[config.mk]
export PLATFORM = sky130hd
export DESIGN_NAME = rgba_channel_blend_alu
export DESIGN_NICKNAME = d
export VERILOG_FILES = /design/src/sv/rcb_pkg.sv /design/src/sv/rcb_cell.sv /design/src/sv/rcb_lane.sv /design/src/sv/rgba_channel_blend_alu.sv
export VERILOG_INCLUDE_DIRS = /design/src /design/src/sv
export SDC_FILE = /design/constraint.sdc
export NUM_CORES = 2
export LEC_CHECK = 0
export CORE_MARGIN = 2
export CORE_UTILIZATION = 52
export CTS_CLUSTER_DIAMETER = 60
export DETAILED_ROUTE_END_ITERATION = 12
export DONT_BUFFER_PORTS = 1
export PLACE_DENSITY = 0.81
export SLEW_MARGIN = 30
export SYNTH_ARGS = -nofsm -noshare
export SYNTH_HDL_FRONTEND = slang
export SYNTH_SLANG_ARGS = --single-unit
export TNS_END_PERCENT = 1
[constraint.sdc]
create_clock -name clk -period 71.3 [get_ports clk]
set_input_delay 21.39 -clock clk [delete_from_list [all_inputs] [get_ports clk]]
set_output_delay 21.39 -clock clk [all_outputs]
set_load 0.02 [all_outputs]
[src/sv/rgba_channel_blend_alu_macros.svh]
// Assertion macros used by the blend ALU top level
`ifndef RGBA_CHANNEL_BLEND_ALU_MACROS_SVH
`define RGBA_CHANNEL_BLEND_ALU_MACROS_SVH
// Implication checked on every rising clock edge outside reset
`define RCB_ASSERT_IMP(label, clk, rst, ante, cons, msg) \
  label: assert property (@(posedge clk) disable iff (rst) (ante) |-> (cons)) else $error(msg);
// Implication whose consequent is checked in the cycle after the antecedent
`define RCB_ASSERT_NEXT(label, clk, rst, ante, cons, msg) \
  label: assert property (@(posedge clk) disable iff (rst) (ante) |=> (cons)) else $error(msg);
`endif

[src/sv/rcb_pkg.sv]
// Package with types and constants of the blend ALU
`timescale 1ns / 1ps
package rcb_pkg;
  localparam int unsigned CH_W = 8;
  localparam int unsigned MAX_CH = 4;
  localparam logic [CH_W-1:0] CH_MAX = 8'd255;

  typedef enum logic [2:0] {
    OP_ADD = 3'd0,
    OP_SUB = 3'd1,
    OP_MUL = 3'd2,
    OP_DIV = 3'd3,
    OP_SCALE = 3'd4,
    OP_INV = 3'd5
  } op_t;

  typedef logic [CH_W-1:0] chan_t;

  // Divider state record; the cells pass remainder and quotient as separate ports
  typedef struct packed {
    logic [15:0] rem;   // partial remainder of x*255
    logic [7:0]  quo;   // quotient bits so far
  } div_t;
endpackage

[src/sv/rcb_cell.sv]
// One stage of a per-channel pipeline; one stage does one divide bit
`timescale 1ns / 1ps
module rcb_cell (
  input  logic clk,
  input  logic en,
  input  logic [3:0] bit_idx,   // quotient bit handled by this stage
  input  logic [15:0] rem_in,
  input  logic [8:0] quo_in,
  input  logic [7:0] y_in,
  output logic [15:0] rem_out,
  output logic [8:0] quo_out,
  output logic [7:0] y_out
);
  logic [23:0] trial;
  logic [15:0] rem_next;
  logic fits;

  // Compare remainder against y shifted to this stage's bit position
  always_comb begin
    trial = {16'd0, y_in} << bit_idx;
    fits = ({8'd0, rem_in} >= trial) && (y_in != 8'd0);
    rem_next = fits ? rem_in - trial[15:0] : rem_in;
  end

  always_ff @(posedge clk) begin
    if (en) begin
      rem_out <= rem_next;
      quo_out <= quo_in | (fits ? (9'd1 << bit_idx) : 9'd0);
      y_out <= y_in;
    end
  end
endmodule

[src/sv/rcb_lane.sv]
// One channel lane: operand stage, a row of divide cells, result select
`timescale 1ns / 1ps
module rcb_lane (
  input  logic clk,
  input  logic en,
  input  logic [2:0] op,
  input  logic [7:0] x,
  input  logic [7:0] y,
  input  logic signed [15:0] s,
  output logic [7:0] res
);
  import rcb_pkg::*;
  localparam int unsigned NCELL = 9;

  // Stage 0: add, sub and invert results and the multiply and scale products, registered
  logic [8:0] sum;
  logic [15:0] prod;
  logic signed [24:0] sprod;
  logic [7:0] res0;
  logic [2:0] op0;
  logic [15:0] mprod;
  logic signed [24:0] sp;
  logic [7:0] fast;

  always_comb begin
    sum = {1'b0, x} + {1'b0, y};
    prod = x * y;
    sprod = $signed({17'd0, x}) * s;
  end

  always_ff @(posedge clk) begin
    if (en) begin
      op0 <= op;
      mprod <= prod;
      sp <= sprod;
      case (op)
        OP_ADD: res0 <= sum[8] ? CH_MAX : sum[7:0];
        OP_SUB: res0 <= (x > y) ? x - y : 8'd0;
        OP_INV: res0 <= CH_MAX - y;
        default: res0 <= 8'd0;
      endcase
    end
  end

  // Divide by 255: q = (p + (p>>8) + 1) >> 8 exact for p <= 65025
  logic [16:0] mq;
  always_comb begin
    mq = {1'b0, mprod} + {9'd0, mprod[15:8]} + 17'd1;
    case (op0)
      OP_MUL: fast = mq[15:8];
      OP_SCALE: fast = (sp <= 0) ? 8'd0 : ((|sp[23:16]) ? CH_MAX : sp[15:8]);
      default: fast = res0;
    endcase
  end

  // Divide chain: quotient bits 8 down to 0 of x*255/y
  logic [15:0] rem [NCELL+1];
  logic [8:0] quo [NCELL+1];
  logic [7:0] yv [NCELL+1];
  logic [7:0] fres [NCELL+1];
  logic [2:0] fop [NCELL+1];

  assign rem[0] = ({8'd0, x} << 8) - {8'd0, x};
  assign quo[0] = 9'd0;
  assign yv[0] = y;
  assign fres[1] = fast;
  assign fop[1] = op0;

  for (genvar i = 0; i < NCELL; i++) begin : g_cell
    rcb_cell u_cell (
      .clk(clk), .en(en), .bit_idx(4'(NCELL - 1 - i)),
      .rem_in(rem[i]), .quo_in(quo[i]), .y_in(yv[i]),
      .rem_out(rem[i+1]), .quo_out(quo[i+1]), .y_out(yv[i+1])
    );
    if (i >= 1) begin : g_side
      always_ff @(posedge clk) begin
        if (en) begin
          fres[i+1] <= fres[i];
          fop[i+1] <= fop[i];
        end
      end
    end
  end

  logic [7:0] dres;
  always_comb begin
    if (yv[NCELL] == 8'd0 || quo[NCELL][8]) dres = CH_MAX;
    else dres = quo[NCELL][7:0];
    res = (fop[NCELL] == OP_DIV) ? dres : fres[NCELL];
  end
endmodule

[src/sv/rgba_channel_blend_alu.sv]
// Top level of the RGBA8 per-channel blend ALU
`timescale 1ns / 1ps
// Usage:
//   s_axis carries one word per pixel pair: op, both pixels and the Q8.8
//   scale factor. m_axis returns one word per accepted input: the result
//   pixel. Each channel runs in its own lane; ops are add/sub saturating,
//   multiply /255, divide x*255/y, scale by factor, invert second pixel.
//   Throughput: one word per clock while the receiver does not stall. The
//   divide is a row of nine cells, one quotient bit per cell; every word
//   passes the lane pipeline and then one output register before it
//   raises m_axis_tvalid.
//   The pipeline advances whenever its last stage is empty or taken; when
//   the receiver stalls, the whole row holds and s_axis_tready drops.
//   Reset (rst, synchronous) clears all valid bits; payload is not reset.
//   Channels at or above CHANNEL_COUNT pass the first pixel through.
module rgba_channel_blend_alu #(
  parameter int CHANNEL_COUNT = 4
) (
  input  logic clk,
  input  logic rst,
  input  logic s_axis_tvalid,
  output logic s_axis_tready,
  // op[2:0], first r,g,b,a [10:3..], second r,g,b,a, scale_factor[82:67], pad
  input  logic [87:0] s_axis_tdata,
  output logic m_axis_tvalid,
  input  logic m_axis_tready,
  // out_red[7:0], out_green[15:8], out_blue[23:16], out_alpha[31:24]
  output logic [31:0] m_axis_tdata
);
  import rcb_pkg::*;
  `include "rgba_channel_blend_alu_macros.svh"
  localparam int unsigned DEPTH = 10;

  logic [DEPTH-1:0] vld;
  logic en;
  logic out_stall;
  logic [7:0] lres [MAX_CH];
  logic [7:0] xpass [MAX_CH][DEPTH];

  // advance when the output stage is free or being taken
  assign en = !vld[DEPTH-1] || m_axis_tready;
  assign s_axis_tready = en;
  assign m_axis_tvalid = vld[DEPTH-1];
  assign out_stall = m_axis_tvalid && !m_axis_tready;

  always_ff @(posedge clk) begin
    if (rst) vld <= '0;
    else if (en) vld <= {vld[DEPTH-2:0], s_axis_tvalid};
  end

  for (genvar c = 0; c < MAX_CH; c++) begin : g_ch
    if (c < CHANNEL_COUNT) begin : g_lane
      logic [7:0] r9;
      rcb_lane u_lane (
        .clk(clk), .en(en), .op(s_axis_tdata[2:0]),
        .x(s_axis_tdata[3+8*c +: 8]), .y(s_axis_tdata[35+8*c +: 8]),
        .s($signed(s_axis_tdata[82:67])), .res(r9)
      );
      always_ff @(posedge clk) begin
        if (en) lres[c] <= r9;
      end
      assign xpass[c][0] = 8'd0;
    end else begin : g_pass
      assign xpass[c][0] = s_axis_tdata[3+8*c +: 8];
      for (genvar d = 1; d < DEPTH; d++) begin : g_d
        always_ff @(posedge clk) begin
          if (en) xpass[c][d] <= xpass[c][d-1];
        end
      end
      always_ff @(posedge clk) begin
        if (en) lres[c] <= xpass[c][DEPTH-1];
      end
    end
    assign m_axis_tdata[8*c +: 8] = lres[c];
  end

  `RCB_ASSERT_IMP(a_stall_hold, clk, rst, out_stall, !s_axis_tready, "input taken in stall")
  `RCB_ASSERT_NEXT(a_out_stay, clk, rst, out_stall, m_axis_tvalid, "output word dropped")
  `RCB_ASSERT_NEXT(a_data_stay, clk, rst, out_stall, $stable(m_axis_tdata), "output changed")
endmodule

After elaboration in Yosys (flattened, before gate mapping)
Memory sizes are Yosys's and may differ from the RTL's.
Index checks and enable logic that the tools add are counted.

cells by class
  add/subtract/negate cells = 56
  multiply operators = 8
  order comparisons = 44
  eq/ne operators = 5
  multiplexer cells = 102
  bitwise gates (word level) = 32
  reductions and logical operators = 87

operators by type and width
  cell                                                                     number
  16-bit two-way mux                                                       32
  8-bit nonzero test                                                       36
  8-bit two-way mux                                                        28
  25-bit by 1-bit <= comparator with 1-bit output (second input constant)  4
  9-bit by 16-bit multiplier with 25-bit output                            4
  8-bit one-hot mux with 3 select lines                                    4
  16-bit by 1-bit adder with 16-bit output (second input constant)         4
  16-bit by 8-bit adder with 16-bit output                                 4
  16-bit by 10-bit greater-or-equal comparator with 1-bit output           4
  16-bit by 11-bit greater-or-equal comparator with 1-bit output           4
  16-bit by 12-bit greater-or-equal comparator with 1-bit output           4
  16-bit by 13-bit greater-or-equal comparator with 1-bit output           4
  16-bit by 14-bit greater-or-equal comparator with 1-bit output           4
  16-bit by 15-bit greater-or-equal comparator with 1-bit output           4
  16-bit greater-or-equal comparator                                       4
  16-bit by 8-bit greater-or-equal comparator with 1-bit output            4
  16-bit by 9-bit greater-or-equal comparator with 1-bit output            4
  8-bit by 8-bit multiplier with 16-bit output                             4
  8-bit one-hot mux with 2 select lines                                    4
  16-bit by 10-bit subtractor with 16-bit output                           4
  16-bit by 11-bit subtractor with 16-bit output                           4
  16-bit by 12-bit subtractor with 16-bit output                           4
  16-bit by 13-bit subtractor with 16-bit output                           4
  16-bit by 14-bit subtractor with 16-bit output                           4
  other kinds (33)                                                         154

storage, ports and cells
  bits in registers = 1613
  memory bits (writable) = 32
  input bits = 92
  word-level logic and storage cells = 493
  memories = 1

memory list
  name  words  bits a word  rd ports  clocked after Yosys merged registers in  write ports  line                          text
  lres  4      8            4         0                                        4            rgba_channel_blend_alu.sv:37  logic [7:0] lres [MAX_CH];

Depth between registers and ports, before layout
  depth in word-level cells = 4
  gate-level depth with buffers = 20
  gate-level depth less buffers = 18

Modules after synthesis
A second synthesis with hierarchy kept.

second synthesis, totals
  cells, all modules = 14578
  area, all modules = 146720.7 µm²

modules (own cells, without submodules)
  module                            instances  cells each  area an instance (µm²)  seq. area each (µm²)
  rcb_cell                          36         274         2666.3                  991.0
  rcb_lane (g_ch[3].g_lane.u_lane)  1          1161        12451.9                 4204.0
  rcb_lane (g_ch[2].g_lane.u_lane)  1          1157        12419.4                 4204.0
  rcb_lane (g_ch[0].g_lane.u_lane)  1          1172        12305.6                 3963.8
  rcb_lane (g_ch[1].g_lane.u_lane)  1          1158        12210.5                 3963.8
  rgba_channel_blend_alu            1          66          1346.3                  1161.1

Least setup slack after synthesis
OpenSTA, ideal clock, no wires.

  path kind = input -> output
  start = input m_axis_tready
  end = output s_axis_tready
  data arrival time = 48327 ps
  data required time = 49910 ps
  path slack = 1583 ps
  stages on the path = 2
  path through = nor2b_1 -> clkinv_1

on the way
  longest elaborated chain between the ends = 1

ends and longest elaborated chain
  what                line                          text
  start: declaration  rgba_channel_blend_alu.sv:26  input logic m_axis_tready,
  1-bit logical OR    rgba_channel_blend_alu.sv:41  assign en = !vld[DEPTH-1] || m_axis_tready;
  end: declaration    rgba_channel_blend_alu.sv:22  output logic s_axis_tready,

Every way passes these cells.

Worst setup path after layout
Ends and elaborated chain as after synthesis.

==> flow_metrics.py <==
metrics = {
    "drt": {
        "vias_per_cell": 5.56,
        "vias": 59191,
        "wl_per_cell_um": 17.6,
        "drt_wl_total_um": 187000,
        "ant_nets": 0,
        "drc": 0,
        "drt_iter0_markers": 3846,
        "first_pass_iters": 8,
    },
    "yosys": {
        "synth_most_common_cell": "edfxtp_1",
        "synth_edf_count": 1483,
        "netlist_instances": 8152,
        "netlist.area_leader.share_pct": 46.8,
        "syn_nets": 9564,
        "ys_warn_count": 0,
        "yosysTopAreaCell": "edfxtp_1",
        "synthTopCellsByCount": "1483 x edfxtp_1, 1254 x inv_1, 728 x ha_1",
        "syn_area_um2": 95200,
        "synth_cell_types": 90,
        "async_flop_share_pct": 0,
        "synth_seq_area_share_pct": 47.0,
        "syn_area_per_cell_um2": 11.7,
        "ys.flop_type": "edfxtp_1",
        "synth-seq-cells": 1493,
        "synth.area.top_cells": "edfxtp_1 47%, fa_1 12%, ha_1 9.6%, inv_1 4.9%, and2_1 2.6%",
    },
    "timing": {
        "setup_viol": 0,
        "min_period_ns": 43.99,
        "rsz0062_at_grt": "no",
        "fin_skew_ns": 0.0457,
        "worst_slew_pin_slew_ns": 0.941,
        "slew_viol_final": 0,
        "slew_headroom_pct": 37.0,
        "period_share_pct": 61.7,
        "fmax_mhz": 22.7,
        "setup_tns_ns": 0,
        "hold_violations": 0,
    },
    "setup_path": {
        "crit_fanout": 109,
        "reg2reg_depth": 6,
        "worstReg2RegEnd": "g_ch[3].g_lane.u_lane.sp[9]",
        "crit_slowest_cell": "nor2b_1",
        "critPathCaptureType": "output pin",
        "r2r_setup_slack_ns": 66.60,
        "path_class": "input port to output pin",
        "cp_cell_sequence": "nor2b_1, inv_8",
        "cp.depth": 2,
        "startpoint_type": "input port",
        "setup.worst_path.start": "m_axis_tready",
        "crit_family": "simple AND/OR/NAND/NOR gates",
        "critPathBufInv": 1,
        "crit_end": "s_axis_tready",
        "r2r-start": "vld[9]",
        "cp.arrival_ns": 22.60,
        "critPathMaxStageDelay_ns": 0.70,
        "crit_required_ns": 49.91,
    },
    "clock_tree": {
        "cts_tree": "done",
        "clock-sinks": 1493,
        "h-tree-depth": 4,
        "clk_pin_slew_worst_paths_ns": 0.06,
        "ctsHoldBuffers": 0,
        "cts_setup_buffers": 0,
        "numCtsBuffers": 150,
        "clkLatencyLatePin_ns": 0.80,
        "cts_root_buf": "clkbuf_16",
        "clock_path_buffers": 3,
        "post_cts_resized": 0,
    },
    "floorplan": {
        "fp.dieW_um": 432,
        "rows": 157,
        "dieArea_um2": 187000,
        "start_util_pct": 52.2,
        "fp.dieH_um": 432,
        "io_pins": 126,
        "core_area_um2": 182000,
    },
    "grt": {
        "grt_pass1_vias": 61623,
        "grt_overflow": 0,
        "antenna_found_initial": 2,
        "grt_start_max_net_pins": 178,
        "grt_pass1_wl_um": 308000,
        "grtUsageTotal_pct": 20.3,
    },
    "power": {
        "p_per_area_nw_per_um2": 35.6,
        "finalPower_uw": 3660,
        "leakagePower_uw": 0.0446,
        "ir_worst_vdd_mv": 0.0222,
    },
    "place": {
        "io_buffers": 0,
        "placedInstanceArea_um2": 97700,
        "gp_congestion": 0.912,
        "hpwl_um": 138000,
    },
    "cells_and_area": {
        "drive_gt1_share_pct": 5.15,
        "design_area_um2": 103000,
        "areaGrowthSynthToFinish_pct": 7.95,
        "fin_nets": 9550,
    },
    "run": {
        "drv_cap": 0,
    },
    "worst_hold_path": {
        "min_path_type": "register to register",
    },
    "run_status": {
        "status": "completed",
    },
}
[final cells by class]
cell class | instances | area [um2]
antenna | 1 | 2.50
multi-input combinational | 5200 | 45000
inverter | 1261 | 4740
clock buffer | 175 | 3890
clock inverter | 93 | 1120
fill | 14274 | 79700
timing repair buffer | 32 | 287
sequential | 1493 | 44700
tap | 2385 | 2980
[how the worst min path moves through the flow]
stage	end	from	slack (ns)	depth (start not counted)
floorplan	g_ch[0].g_lane.u_lane.fres[0]	g_ch[0].g_lane.u_lane.fres[8]	0.40	0
global placement	g_ch[3].g_lane.u_lane.g_cell[4].u_cell.quo_out[6]	g_ch[3].g_lane.u_lane.g_cell[3].u_cell.quo_out[6]	0.40	0
detailed placement	g_ch[0].g_lane.u_lane.fres[14]	g_ch[0].g_lane.u_lane.fres[22]	0.40	0
CTS	g_ch[1].g_lane.u_lane.g_cell[1].u_cell.quo_out[8]	g_ch[1].g_lane.u_lane.g_cell[0].u_cell.quo_out[8]	0.39	0
global route	g_ch[1].g_lane.u_lane.g_cell[1].u_cell.quo_out[8]	g_ch[1].g_lane.u_lane.g_cell[0].u_cell.quo_out[8]	0.40	0
finish	g_ch[1].g_lane.u_lane.g_cell[1].u_cell.quo_out[8]	g_ch[1].g_lane.u_lane.g_cell[0].u_cell.quo_out[8]	0.40	0
[flip-flops by register name, indices dropped and copies added (netlist names)]
register,flops
g_ch.g_lane.u_lane.op0,3
g_ch.g_lane.u_lane.fres,256
g_ch.g_lane.u_lane.g_cell.u_cell.rem_out,512
g_ch.g_lane.u_lane.g_cell.u_cell.y_out,288
g_ch.g_lane.u_lane.g_cell.u_cell.quo_out,180
g_ch.g_lane.u_lane.fop,24
g_ch.g_lane.u_lane.mprod,64
g_ch.g_lane.u_lane.sp,92
vld,10
lres,32
g_ch.g_lane.u_lane.res0,32
[layer usage]
| metal | GRT usage, % | vias up | share of wire (%) |
|---|---|---|---|
| li1 | - | 27991 | - |
| met1 | 24.5 | 29109 | 40 |
| met2 | 36.0 | 1648 | 51 |
| met3 | 3.10 | 443 | 5.2 |
| met4 | 8.65 | 0 | 4.2 |
| met5 | 0 | - | 0 |
[kinds of logic (layout without fill, tap and decap cells)]
logic type,count (synthesis),in the layout,synth area share (%)
AO/OA/AOI/OAI,1197,1197,8.17
XOR/XNOR,466,466,4.29
adder cells (fa/ha/maj),1320,1320,22.0
buffers and inverters,1459,1561,5.78
flip-flops,1493,1493,47.0
multiplexers,140,140,1.62
other,0,1,0
AND/OR/NAND/NOR,2077,2077,11.1
[per-stage QoR]
stage	instances	hold slack [ns]	util, %	setup WS [ns]
after floorplan	8152	0.400	-	1.58
after global placement	10364	0.400	53.5	27.33
after detailed placement	10371	0.405	53.5	27.32
after CTS	10639	0.385	56.3	27.31
after global routing	10639	0.400	56.3	27.20
final	10640	0.400	56.3	27.31
[power by group]
part	internal, uW	switching (uW)	leakage (uW)
registers	1310	132	0.0159
logic	651	775	0.0263
clock network	453	335	0.00242
[layout by cell type (no fill, tap or decap), drive strengths merged, types with 15 or more instances in the layout]
cell type / n
a211oi: 24
mux2: 114
o21bai: 30
nor3: 113
mux2i: 26
or4: 23
o21ai: 325
o31a: 16
and3: 18
o21a: 65
o22a: 33
o221ai: 32
fa: 592
nand2b: 74
xor2: 195
nand4: 56
nand2: 605
nor2: 361
a211o: 16
nor3b: 17
xnor2: 271
clkinv: 62
nand3: 56
a31oi: 27
nor4: 141
ha: 728
nor2b: 101
bufinv: 15
edfxtp: 1483
inv: 1272
o211ai: 28
a21oi: 293
and2: 401
o31ai: 28
buf: 32
a21o: 144
or2: 25
or3: 35
a21boi: 31
clkbuf: 175
Note: power is estimated with default switching activity, not from simulation.
